**config.mk**
```make
export PLATFORM = sky130hd
export DESIGN_NAME = masked_tag_tlb_core_flat
export DESIGN_NICKNAME = d
export VERILOG_FILES = /design/src/mtt_pkg.sv /design/src/mtt_req_if.sv /design/src/masked_tag_tlb_core.sv /design/src/mtt_match.sv /design/src/flat_wrapper.sv
export SDC_FILE = /design/constraint.sdc
export NUM_CORES = 2
export LEC_CHECK = 0
export BUFFER_PORTS_ARGS = -buffer_cell sky130_fd_sc_hd__buf_2
export CORE_MARGIN = 2
export CORE_UTILIZATION = 56
export DETAILED_ROUTE_END_ITERATION = 7
export PLACE_DENSITY = 0.75
export REMOVE_ABC_BUFFERS = 1
export SLEW_MARGIN = 30
export SYNTH_ARGS = -nofsm -noshare
export SYNTH_HDL_FRONTEND = slang
export SYNTH_SLANG_ARGS = --single-unit
```
**constraint.sdc**
```tcl
create_clock -name clk -period 5.5 [get_ports clk]
set_clock_uncertainty 0.05 [all_clocks]
set_input_delay 0.825 -clock clk [delete_from_list [all_inputs] [get_ports clk]]
set_output_delay 0.825 -clock clk [all_outputs]
set_load 0.02 [all_outputs]
```
**src/mtt_pkg.sv**
```systemverilog
// Package for the masked-tag translation buffer: sizes, request kinds and
// the match result passed between the compare unit and the core.
// No dependencies.
package mtt_pkg;

    localparam int ENTRIES = 16;
    localparam int IDX_W   = $clog2(ENTRIES);
    localparam int DATA_W  = 32;
    localparam int SLOT_W  = 4;

    typedef enum logic [1:0] {
        KIND_LOOKUP  = 2'd0,
        KIND_INSERT  = 2'd1,
        KIND_INV_ALL = 2'd2,
        KIND_INV_ONE = 2'd3
    } kind_t;

    typedef struct packed {
        logic             found;
        logic [IDX_W-1:0] idx;
    } match_t;

endpackage

```
**src/mtt_req_if.sv**
```systemverilog
// Request and response channels of the masked-tag translation buffer.
// Depends on mtt_pkg.
interface mtt_req_if;
    logic                       valid;
    logic                       ready;
    mtt_pkg::kind_t             kind;
    logic [mtt_pkg::DATA_W-1:0] vaddr;
    logic [mtt_pkg::DATA_W-1:0] entry_mask;
    logic [mtt_pkg::DATA_W-1:0] entry_payload;

    modport source (output valid, kind, vaddr, entry_mask, entry_payload, input ready);
    modport sink   (input valid, kind, vaddr, entry_mask, entry_payload, output ready);
    modport monitor (input valid, ready, kind, vaddr, entry_mask, entry_payload);
endinterface

interface mtt_rsp_if;
    logic                       valid;
    logic                       ready;
    logic                       hit;
    logic [mtt_pkg::SLOT_W-1:0] slot;
    logic [mtt_pkg::DATA_W-1:0] hit_payload;
    logic [mtt_pkg::DATA_W-1:0] hit_mask;

    modport source (output valid, hit, slot, hit_payload, hit_mask, input ready);
    modport sink   (input valid, hit, slot, hit_payload, hit_mask, output ready);
    modport monitor (input valid, ready, hit, slot, hit_payload, hit_mask);
endinterface

```
**src/masked_tag_tlb_core.sv**
```systemverilog
// Top level of the masked-tag translation buffer: input register, table,
// round-robin fill pointer and result register. Depends on mtt_pkg,
// mtt_req_if, mtt_rsp_if and mtt_match.
//
// Usage:
//   req carries one beat per operation: kind (lookup, insert, invalidate
//   all, invalidate single), vaddr, entry_mask and entry_payload. rsp
//   returns exactly one beat per request: hit, slot, hit_payload, hit_mask.
//   lock_we/lock_wdata write the lock register; while it is set, inserts
//   leave the table untouched and report a miss. Write it only while idle.
//
//   A request beat is captured in the input register, processed from there
//   into the result register, and its response is valid from the result
//   register; a stall on rsp can hold the beat in the input register.
//   Throughput: one beat per cycle while rsp does not stall, set by the
//   combinational parallel compare of all 16 entries followed by the
//   table update.
//
//   Reset clears the valid bits, the fill pointer, the lock register and
//   the valid flags of both pipeline registers; tag, mask and payload
//   storage is not cleared.
//   When rsp stalls, the result register holds its beat, one more request
//   waits in the input register, and req.ready drops until rsp drains.
module masked_tag_tlb_core
(
    input  logic          clk,
    input  logic          rst_n,
    mtt_req_if.sink       req,
    mtt_rsp_if.source     rsp,
    input  logic          lock_we,
    input  logic          lock_wdata
);

    localparam int ENTRIES = mtt_pkg::ENTRIES;
    localparam int IDX_W   = mtt_pkg::IDX_W;
    localparam int DATA_W  = mtt_pkg::DATA_W;
    localparam int SLOT_W  = mtt_pkg::SLOT_W;

    // Configuration
    logic lock_reg;

    // Input register
    logic               in_valid_reg;
    mtt_pkg::kind_t     in_kind_reg;
    logic [DATA_W-1:0]  in_vaddr_reg;
    logic [DATA_W-1:0]  in_mask_reg;
    logic [DATA_W-1:0]  in_payload_reg;

    // Table
    logic [ENTRIES-1:0] valid_reg;
    logic [ENTRIES-1:0] valid_next;
    logic [DATA_W-1:0]  tag_reg     [ENTRIES];
    logic [DATA_W-1:0]  mask_reg    [ENTRIES];
    logic [DATA_W-1:0]  payload_reg [ENTRIES];
    logic [IDX_W-1:0]   ptr_reg;
    logic [IDX_W-1:0]   ptr_next;

    // Result register
    logic               out_valid_reg;
    logic               out_hit_reg;
    logic [SLOT_W-1:0]  out_slot_reg;
    logic [DATA_W-1:0]  out_payload_reg;
    logic [DATA_W-1:0]  out_mask_reg;

    logic               out_hit_next;
    logic [SLOT_W-1:0]  out_slot_next;
    logic [DATA_W-1:0]  out_payload_next;
    logic [DATA_W-1:0]  out_mask_next;

    logic               advance;
    logic               fire;
    logic               wr_en;
    logic [IDX_W-1:0]   ins_idx;
    mtt_pkg::match_t    match;

    // Result register can take a beat when empty or being drained.
    assign advance   = !out_valid_reg || rsp.ready;
    assign fire      = in_valid_reg && advance;
    assign req.ready = !in_valid_reg || advance;

    assign rsp.valid       = out_valid_reg;
    assign rsp.hit         = out_hit_reg;
    assign rsp.slot        = out_slot_reg;
    assign rsp.hit_payload = out_payload_reg;
    assign rsp.hit_mask    = out_mask_reg;

    mtt_match u_match
    (
        .vaddr  (in_vaddr_reg),
        .valid  (valid_reg),
        .tags   (tag_reg),
        .masks  (mask_reg),
        .result (match)
    );

    // Next insert slot: pointer plus one, wrapping at the last entry.
    assign ins_idx = (ptr_reg == IDX_W'(ENTRIES - 1)) ? '0 : ptr_reg + IDX_W'(1);

    always_comb
    begin
        valid_next       = valid_reg;
        ptr_next         = ptr_reg;
        wr_en            = 1'b0;
        out_hit_next     = 1'b0;
        out_slot_next    = '0;
        out_payload_next = '0;
        out_mask_next    = '0;

        case (in_kind_reg)
            mtt_pkg::KIND_LOOKUP, mtt_pkg::KIND_INV_ONE:
            begin
                if (match.found)
                begin
                    out_hit_next     = 1'b1;
                    out_slot_next    = SLOT_W'(match.idx);
                    out_payload_next = payload_reg[match.idx];
                    out_mask_next    = mask_reg[match.idx];
                    if (in_kind_reg == mtt_pkg::KIND_INV_ONE)
                    begin
                        valid_next[match.idx] = 1'b0;
                    end
                end
            end
            mtt_pkg::KIND_INSERT:
            begin
                if (!lock_reg)
                begin
                    valid_next[ins_idx] = 1'b1;
                    ptr_next            = ins_idx;
                    wr_en               = 1'b1;
                    out_hit_next        = 1'b1;
                    out_slot_next       = SLOT_W'(ins_idx);
                end
            end
            mtt_pkg::KIND_INV_ALL:
            begin
                valid_next = '0;
                ptr_next   = '0;
            end
            default:
            begin
                valid_next = valid_reg;
            end
        endcase
    end

    // Control state
    always_ff @(posedge clk or negedge rst_n)
    begin
        if (!rst_n)
        begin
            lock_reg      <= 1'b0;
            in_valid_reg  <= 1'b0;
            out_valid_reg <= 1'b0;
            valid_reg     <= '0;
            ptr_reg       <= '0;
        end
        else
        begin
            if (lock_we)
            begin
                lock_reg <= lock_wdata;
            end
            if (req.ready)
            begin
                in_valid_reg <= req.valid;
            end
            if (advance)
            begin
                out_valid_reg <= in_valid_reg;
            end
            if (fire)
            begin
                valid_reg <= valid_next;
                ptr_reg   <= ptr_next;
            end
        end
    end

    // Payload registers: load on beat, no reset.
    always_ff @(posedge clk)
    begin
        if (req.valid && req.ready)
        begin
            in_kind_reg    <= req.kind;
            in_vaddr_reg   <= req.vaddr;
            in_mask_reg    <= req.entry_mask;
            in_payload_reg <= req.entry_payload;
        end
        if (fire)
        begin
            out_hit_reg     <= out_hit_next;
            out_slot_reg    <= out_slot_next;
            out_payload_reg <= out_payload_next;
            out_mask_reg    <= out_mask_next;
        end
        if (fire && wr_en)
        begin
            tag_reg[ins_idx]     <= in_vaddr_reg;
            mask_reg[ins_idx]    <= in_mask_reg;
            payload_reg[ins_idx] <= in_payload_reg;
        end
    end

endmodule

```
**src/mtt_match.sv**
```systemverilog
// Parallel masked tag compare with lowest-slot priority select.
// Depends on mtt_pkg.
module mtt_match
(
    input  logic [mtt_pkg::DATA_W-1:0]  vaddr,
    input  logic [mtt_pkg::ENTRIES-1:0] valid,
    input  logic [mtt_pkg::DATA_W-1:0]  tags  [mtt_pkg::ENTRIES],
    input  logic [mtt_pkg::DATA_W-1:0]  masks [mtt_pkg::ENTRIES],
    output mtt_pkg::match_t             result
);

    logic [mtt_pkg::ENTRIES-1:0] hit_vec;

    always_comb
    begin
        for (int i = 0; i < mtt_pkg::ENTRIES; i++)
        begin
            hit_vec[i] = valid[i] && ((vaddr & ~masks[i]) == tags[i]);
        end
    end

    // Scan downward so the lowest matching slot wins.
    always_comb
    begin
        result.found = 1'b0;
        result.idx   = '0;
        for (int i = mtt_pkg::ENTRIES - 1; i >= 0; i--)
        begin
            if (hit_vec[i])
            begin
                result.found = 1'b1;
                result.idx   = mtt_pkg::IDX_W'(i);
            end
        end
    end

endmodule

```
**src/flat_wrapper.sv**
```systemverilog
// flat-port wrapper written by rule: the top's interface ports become plain ports
module masked_tag_tlb_core_flat 
  (clk, rst_n, lock_we, lock_wdata, req_valid, req_kind, req_vaddr, req_entry_mask, req_entry_payload, req_ready, rsp_valid, rsp_hit, rsp_slot, rsp_hit_payload, rsp_hit_mask, rsp_ready);
  mtt_req_if req_i ();
  mtt_rsp_if rsp_i ();
  input  logic clk;
  input  logic rst_n;
  input  logic lock_we;
  input  logic lock_wdata;
  input wire logic [$bits(req_i.valid)-1:0] req_valid;
  input wire logic [$bits(req_i.kind)-1:0] req_kind;
  input wire logic [$bits(req_i.vaddr)-1:0] req_vaddr;
  input wire logic [$bits(req_i.entry_mask)-1:0] req_entry_mask;
  input wire logic [$bits(req_i.entry_payload)-1:0] req_entry_payload;
  output wire logic [$bits(req_i.ready)-1:0] req_ready;
  output wire logic [$bits(rsp_i.valid)-1:0] rsp_valid;
  output wire logic [$bits(rsp_i.hit)-1:0] rsp_hit;
  output wire logic [$bits(rsp_i.slot)-1:0] rsp_slot;
  output wire logic [$bits(rsp_i.hit_payload)-1:0] rsp_hit_payload;
  output wire logic [$bits(rsp_i.hit_mask)-1:0] rsp_hit_mask;
  input wire logic [$bits(rsp_i.ready)-1:0] rsp_ready;
  assign req_i.valid = req_valid;
  assign req_i.kind = req_kind;
  assign req_i.vaddr = req_vaddr;
  assign req_i.entry_mask = req_entry_mask;
  assign req_i.entry_payload = req_entry_payload;
  assign req_ready = req_i.ready;
  assign rsp_valid = rsp_i.valid;
  assign rsp_hit = rsp_i.hit;
  assign rsp_slot = rsp_i.slot;
  assign rsp_hit_payload = rsp_i.hit_payload;
  assign rsp_hit_mask = rsp_i.hit_mask;
  assign rsp_i.ready = rsp_ready;
  masked_tag_tlb_core u_core (.clk(clk), .rst_n(rst_n), .req(req_i), .rsp(rsp_i), .lock_we(lock_we), .lock_wdata(lock_wdata));
endmodule
```
-- Yosys cells after proc, flatten, opt, wreduce, memory -nomap -nowiden
Memories as Yosys holds them, arrays and structs flattened. A register that Yosys moved wholly into a read port is not among the register bits.
Index checks and enable logic that the tools add are counted.
W data, S select, Z words.
- input port bits: 104
- register bits after elaboration: 1182
- memories kept: 1
- output and inout port bits: 71
- logic and storage cells: 189
- memory bits (writable): 512
- mux-type cells: 43
- equal/unequal tests: 23
- bitwise gates (word level): 37
- magnitude comparators: 7
- reductions and logical operators: 33
- add/subtract/negate cells: 1
- memories (name ; depth ; bits a word ; rd ports ; clocked after memory_dff ; wr ports ; line ; source):
    u_core.payload_reg ; 16 ; 32 ; 1 ; 1 ; 1 ; masked_tag_tlb_core.sv:54 ; logic [DATA_W-1:0] payload_reg [ENTRIES];
- operators by type and width (kind ; count):
    $bwmux W512 ; 2
    $and A32 B32 Y32 ; 16
    $eq A32 B32 Y1 ; 16
    $not A32 Y32 ; 16
    $bmux W32 S4 ; 1
    $demux W32 S4 ; 1
    $mux W32 ; 3
    $mux W5 ; 16
    $mux W16 ; 3
    $pmux W16 S3 ; 1
    $logic_and A1 B1 Y1 ; 22
    $and A16 B16 Y16 ; 1
    $mux W4 ; 4
    $not A16 Y16 ; 1
    $or A16 B16 Y16 ; 1
    $pmux W4 S2 ; 2
    $ge A5 B5 Y1 const B ; 2
    $lt A4 B5 Y1 const B ; 2
    $not A4 Y5 ; 2
    $demux W1 S4 ; 2
    $ge A4 B1 Y1 const B ; 2
    $mux W1 ; 7
    $lt A5 B1 Y1 const B ; 1
    $add A4 B1 Y4 const B ; 1
    other kinds (14) ; 19

-- Depth between registers and ports, before layout
- depth after elaboration: 29
- mapped depth: 16
- gate-level depth less buffers: 12

-- Cells and area by module
Synthesis repeated with hierarchy kept, for this count alone.
- cell total of the unflattened synthesis: 4265
- area total of the unflattened synthesis: 70675.3 µm²
- by module, submodules not included (module ; seq. area each (µm²) ; area each (µm²) ; cells an instance ; times used):
    masked_tag_tlb_core ; 51714.6 ; 61554.0 ; 2981 ; 1
    mtt_match ; 0.0 ; 9121.2 ; 1284 ; 1

-- Worst setup path before layout
No wires, ideal clock.
- kind: reg-to-reg
- start: register, netlist name u_core.ptr_reg[0]
- end: register u_core.mask_reg[0] (netlist bit), enable pin
- library setup time: 552 ps
- buffers on the path: 1
- stages on the path, launching flop included: 8
- required time: 4898 ps
- path slack: -542 ps
- arrival time: 5440 ps
- cell sequence: dfrtp_1 -> ha_1 -> clkbuf_1 -> a21oi_1 -> o21ai_0 -> o21ai_0 -> nand2_1 -> nor2_1
- RTL lines (what ; line ; source):
    to (signal, indexed assignment) ; masked_tag_tlb_core.sv:200 ; mask_reg[ins_idx] <= in_mask_reg;
    to (decl) ; masked_tag_tlb_core.sv:53 ; logic [DATA_W-1:0] mask_reg [ENTRIES];

-- Worst setup path in the final report
- start: register u_core.in_vaddr_reg[10]
- end: register u_core.out_payload_reg[26] (netlist: u_core.rsp.hit_payload[26]), data pin
- word-level cells in the longest chain between the ends: 21
- elaborated cells on any way between the ends: 66
- ends and longest elaborated chain (what ; line ; source):
    from (decl) ; masked_tag_tlb_core.sv:45 ; logic [DATA_W-1:0] in_vaddr_reg;
    from (signal assigned) ; masked_tag_tlb_core.sv:186 ; in_vaddr_reg <= req.vaddr;
    $and A32 B32 Y32 ; mtt_match.sv:18 ; hit_vec[i] = valid[i] && ((vaddr & ~masks[i]) == tags[i]);
    $eq A32 B32 Y1 ; mtt_match.sv:18 ;
    $logic_and A1 B1 Y1 ; mtt_match.sv:18 ;
    $mux W5 (15 in a row) ; mtt_match.sv:29 ; if (hit_vec[i])
    $mux W5 * ; mtt_match.sv:29 ;
    $reduce_and A2 Y1 (no source line) ; -- ;
    $logic_not A1 Y1 (no source line) ; -- ;
    to (signal assigned) ; masked_tag_tlb_core.sv:194 ; out_payload_reg <= out_payload_next;
    to (decl) ; masked_tag_tlb_core.sv:62 ; logic [DATA_W-1:0] out_payload_reg;
Mark *: on every way between the ends. The rest lies on a longest branch, timed or not.
A chain may end at the register's enable or synchronous reset.

==> impl_metrics.yaml <==
outcome:
  status: "finished, final reports clean"
critical_path:
  rrSetupSlack_ns: 0.28
  cp_max_fo: 20
  r2r_cells: 17
  cp.required_ns: 6.01
  crit_type: "flop to flop"
  timing.rr.end: "u_core.rsp.hit_payload[26]"
  r2r-start: "u_core.in_vaddr_reg[10]"
  cp-end-kind: "flop"
  start_kind: "flop"
  arrival_ns: 5.72
timing:
  fmax_ghz: 0.1917
  timing.final.crit_share_pct: 94.83
  worstMarginPinSlew_ns: 1.034
  min_period_ns: 5.216
  drv_slew: 0
  setup_viol: 0
  max_slew_margin_pct: 30.60
  hold_viol: 0
  rsz0062_at_grt: "no"
worst_hold_path:
  hold_class: "primary input to flop"
  whs_endpoint: "u_core.in_payload_reg[10]"
  whs_path_depth: 1
  hold_start: "req_entry_payload[10]"
power_and_ir_drop:
  p_seq_share_pct: 53.4
  clkPwrFrac_pct: 42.3
  switching_power_mw: 6.259
  powerDensity_mw_per_mm2: 328.3
  swShare_pct: 22.37
  peakVddDrop_uv: 429.0
  combinationalPowerShare_pct: 4.3
  internal-power_mw: 21.73
  power.leakage_nw: 29.55
routing:
  drt_wl_total_mm: 267.8
  antenna_left: 0
  drc: 0
  vias: 45760
  wire_per_inst_um: 37.61
  dr.pass1.iters: 6
  via_per_inst: 6.427
  drt_iter0_drc: 7527
clock_tree:
  cts_setup_buffers: 0
  cts_buffer_depth: 3
  cts.sinks: 1726
  cts_root_buffer: "clkbuf_16"
  cts_tree: "built"
  cts_buffers: 172
  h-tree-depth: 4
  insertion_delay_ns: 0.83
  clk_pin_slew_ns: 0.06
global_route:
  grt_overflow: 0
  track_usage_pct: 40.25
  grt_pass1_wl_mm: 358.0
  grt_max_degree: 74
  antenna_found_initial: 18
  grt_pass1_vias: 42980
logic_synthesis:
  synth_cells: 4556
  yosysWarnings: 0
  seq_area_frac_synth_pct: 71.16
  syn-cell-area_mm2: 0.07268
  synth-seq-cells: 1726
  yosysUniqueCellTypes: 77
  synth_edf_count: 1703
  synth_flop_cell: "edfxtp_1"
  async_reset_ff_share_pct: 1.333
  synth.avg_cell_area_um2: 15.95
floorplan:
  die_y_um: 364.2
  ios: 175
  coreArea_mm2: 0.1292
  die-width_um: 364.2
  die-area_mm2: 0.1327
  row_count: 132
  start_util_pct: 56.27
layout:
  areaGrowthSynthToFinish_pct: 17.29
  drive_gt1_share_pct: 21.55
  design_area_mm2: 0.08524
  finalCoreUtilization_pct: 66.00
  final_nets: 5343
place:
  dp_hpwl_mm: 193.2
  place_congestion: 1.116
  postPlaceCellArea_mm2: 0.07949
  port_buffers: 174
flow_run:
  drv_cap: 0
[layout make-up]
| cell class | count | area (um^2) |
|---|---|---|
| diodes | 4 | 10.01 |
| clock buffers | 217 | 4504 |
| clock inverters | 101 | 1180 |
| fillers | 8965 | 43910 |
| inverters | 30 | 115.1 |
| multi-input cells | 2635 | 20040 |
| flip-flops and latches | 1726 | 51710 |
| well taps | 1742 | 2180 |
| repair buffers | 665 | 5498 |
[critical path: stages (launching register included)]
cell and delay (ns):
edfxtp_1 0.78, buf_4 0.32, nor2b_1 0.24, xnor2_2 0.26, nand4_1 0.44, or4_1 0.66, nor4_2 0.40, o211ai_1 0.15
nand3_1 0.12, a41oi_4 0.15, buf_12 0.20, buf_12 0.18, buf_12 0.15, buf_12 0.15, mux2i_1 0.17, o22ai_1 0.12
a221oi_2 0.21, a31oi_1 0.11
[cells in the final DEF, fill, tap and decap left out, drive strengths merged, types with 6 or more instances in the layout]
cell / instances
ha: 9
nor3: 67
clkinv: 70
o21ai: 33
xnor2: 479
a31oi: 68
mux2: 219
a22o: 6
o31ai: 13
nor4: 45
nand2: 149
nor3b: 11
xor2: 6
o211ai: 64
inv: 38
buf: 664
o22ai: 63
and3: 10
nand3: 76
and2b: 15
bufinv: 17
a221oi: 61
nor2b: 466
nand4: 187
nand2b: 34
a21oi: 81
nor2: 58
dfrtp: 23
edfxtp: 1703
clkbuf: 217
o22a: 35
mux2i: 298
and2: 11
clkinvlp: 6
a211oi: 7
or3: 7
[cell families (layout without fill, tap and decap cells)]
kind of cell               after synthesis  count (layout)  share of synthesized area, %
and+or+nand+nor                       1152            1152                         9.075
adders and majority gates                9               9                        0.1549
other                                    0               4                             0
xor gates and xnor gates               485             485                         5.855
muxes                                  517             517                         7.503
buffers and inverters                  195            1013                         1.577
DFF                                   1726            1726                         71.16
AOI/OAI and AO/OA                      472             472                         4.678
[per-layer routing]
metal | share of wire (%) | up-vias | global-route usage (%)
li1 | - | 18900 | -
met1 | 39 | 23490 | 55.20
met2 | 46 | 2862 | 61.92
met3 | 9.5 | 503 | 7.879
met4 | 5.9 | 14 | 19.97
met5 | 0.040 | - | 0
[metrics by stage]
step	total power [mW]	hold WS [ns]	worst slack (ns)	TNS (ns)	instances
detailed placement	16.38	0.4290	0.1898	0	6796
global placement	16.35	0.4228	0.1849	0	6792
CTS	28.03	0.05539	0.1564	0	7115
finish	27.99	0.1134	0.2842	0	7120
floorplan	15.64	0.4072	-17.37	-1921.76	4391
global route	28.60	0.07862	0.1700	0	7116
[power groups by stage]
stage               clock network (mW)  logic [mW]  registers, mW
floorplan                            0       0.446           15.2
global placement                     0        1.16           15.2
detailed placement                   0        1.17           15.2
CTS                               11.9        1.17           14.9
global route                      12.4        1.23           15.0
finish                            11.8        1.20           14.9
[Yosys cell counts (all sizes together) (4+ instances only)]
cell / count / area, um^2
edfxtp: 1703 / 51140
a221oi: 61 / 653.1
nand3: 76 / 380.4
or4: 4 / 30.03
dfrtp: 23 / 575.6
o2111ai: 5 / 43.79
nor2: 58 / 217.7
nor2b: 466 / 2915
o22a: 35 / 306.5
ha: 9 / 112.6
and2b: 15 / 112.6
dlygate4sd1: 4 / 35.03
and3: 10 / 62.56
nor3b: 11 / 82.58
buf: 117 / 798.3
o31ai: 13 / 97.59
nor3: 67 / 335.3
xnor2: 479 / 4203
a21boi: 5 / 37.54
a31oi: 68 / 425.4
or3: 7 / 43.79
nand2b: 34 / 212.7
a211oi: 7 / 52.55
nand4: 187 / 1170
a22o: 6 / 52.55
inv: 29 / 108.9
o211ai: 64 / 480.5
o22ai: 63 / 394.1
nor4: 45 / 300.3
a21oi: 81 / 405.4
o21a: 4 / 30.03
xor2: 6 / 52.55
mux2i: 298 / 2983
mux2: 219 / 2470
and2: 11 / 68.82
a2111oi: 5 / 50.04
nand2: 149 / 561.8
o21ai: 33 / 165.2
clkbuf: 41 / 162.6
[timing repair]
item | CTS | global route
setup endpoints to repair | 0 | 5
hold buffers | 1 | 0
hold endpoints to repair | 23 | 0
gates resized for setup | 0 | 2
[worst max path at each step]
stage,start,end,slack (ns)
final,u_core.in_vaddr_reg[10],u_core.rsp.hit_payload[26],0.28
after global routing,u_core.in_vaddr_reg[10],u_core.rsp.hit_mask[19],0.17
after CTS,u_core.in_vaddr_reg[10],u_core.rsp.hit_mask[27],0.16
after detailed placement,u_core.in_vaddr_reg[10],u_core.rsp.hit_mask[27],0.19
after global placement,u_core.in_vaddr_reg[10],u_core.rsp.hit_mask[28],0.18
after floorplan,u_core.in_vaddr_reg[5],u_core.rsp.hit_payload[0],-17.37
(Power assumes the default switching activity.)
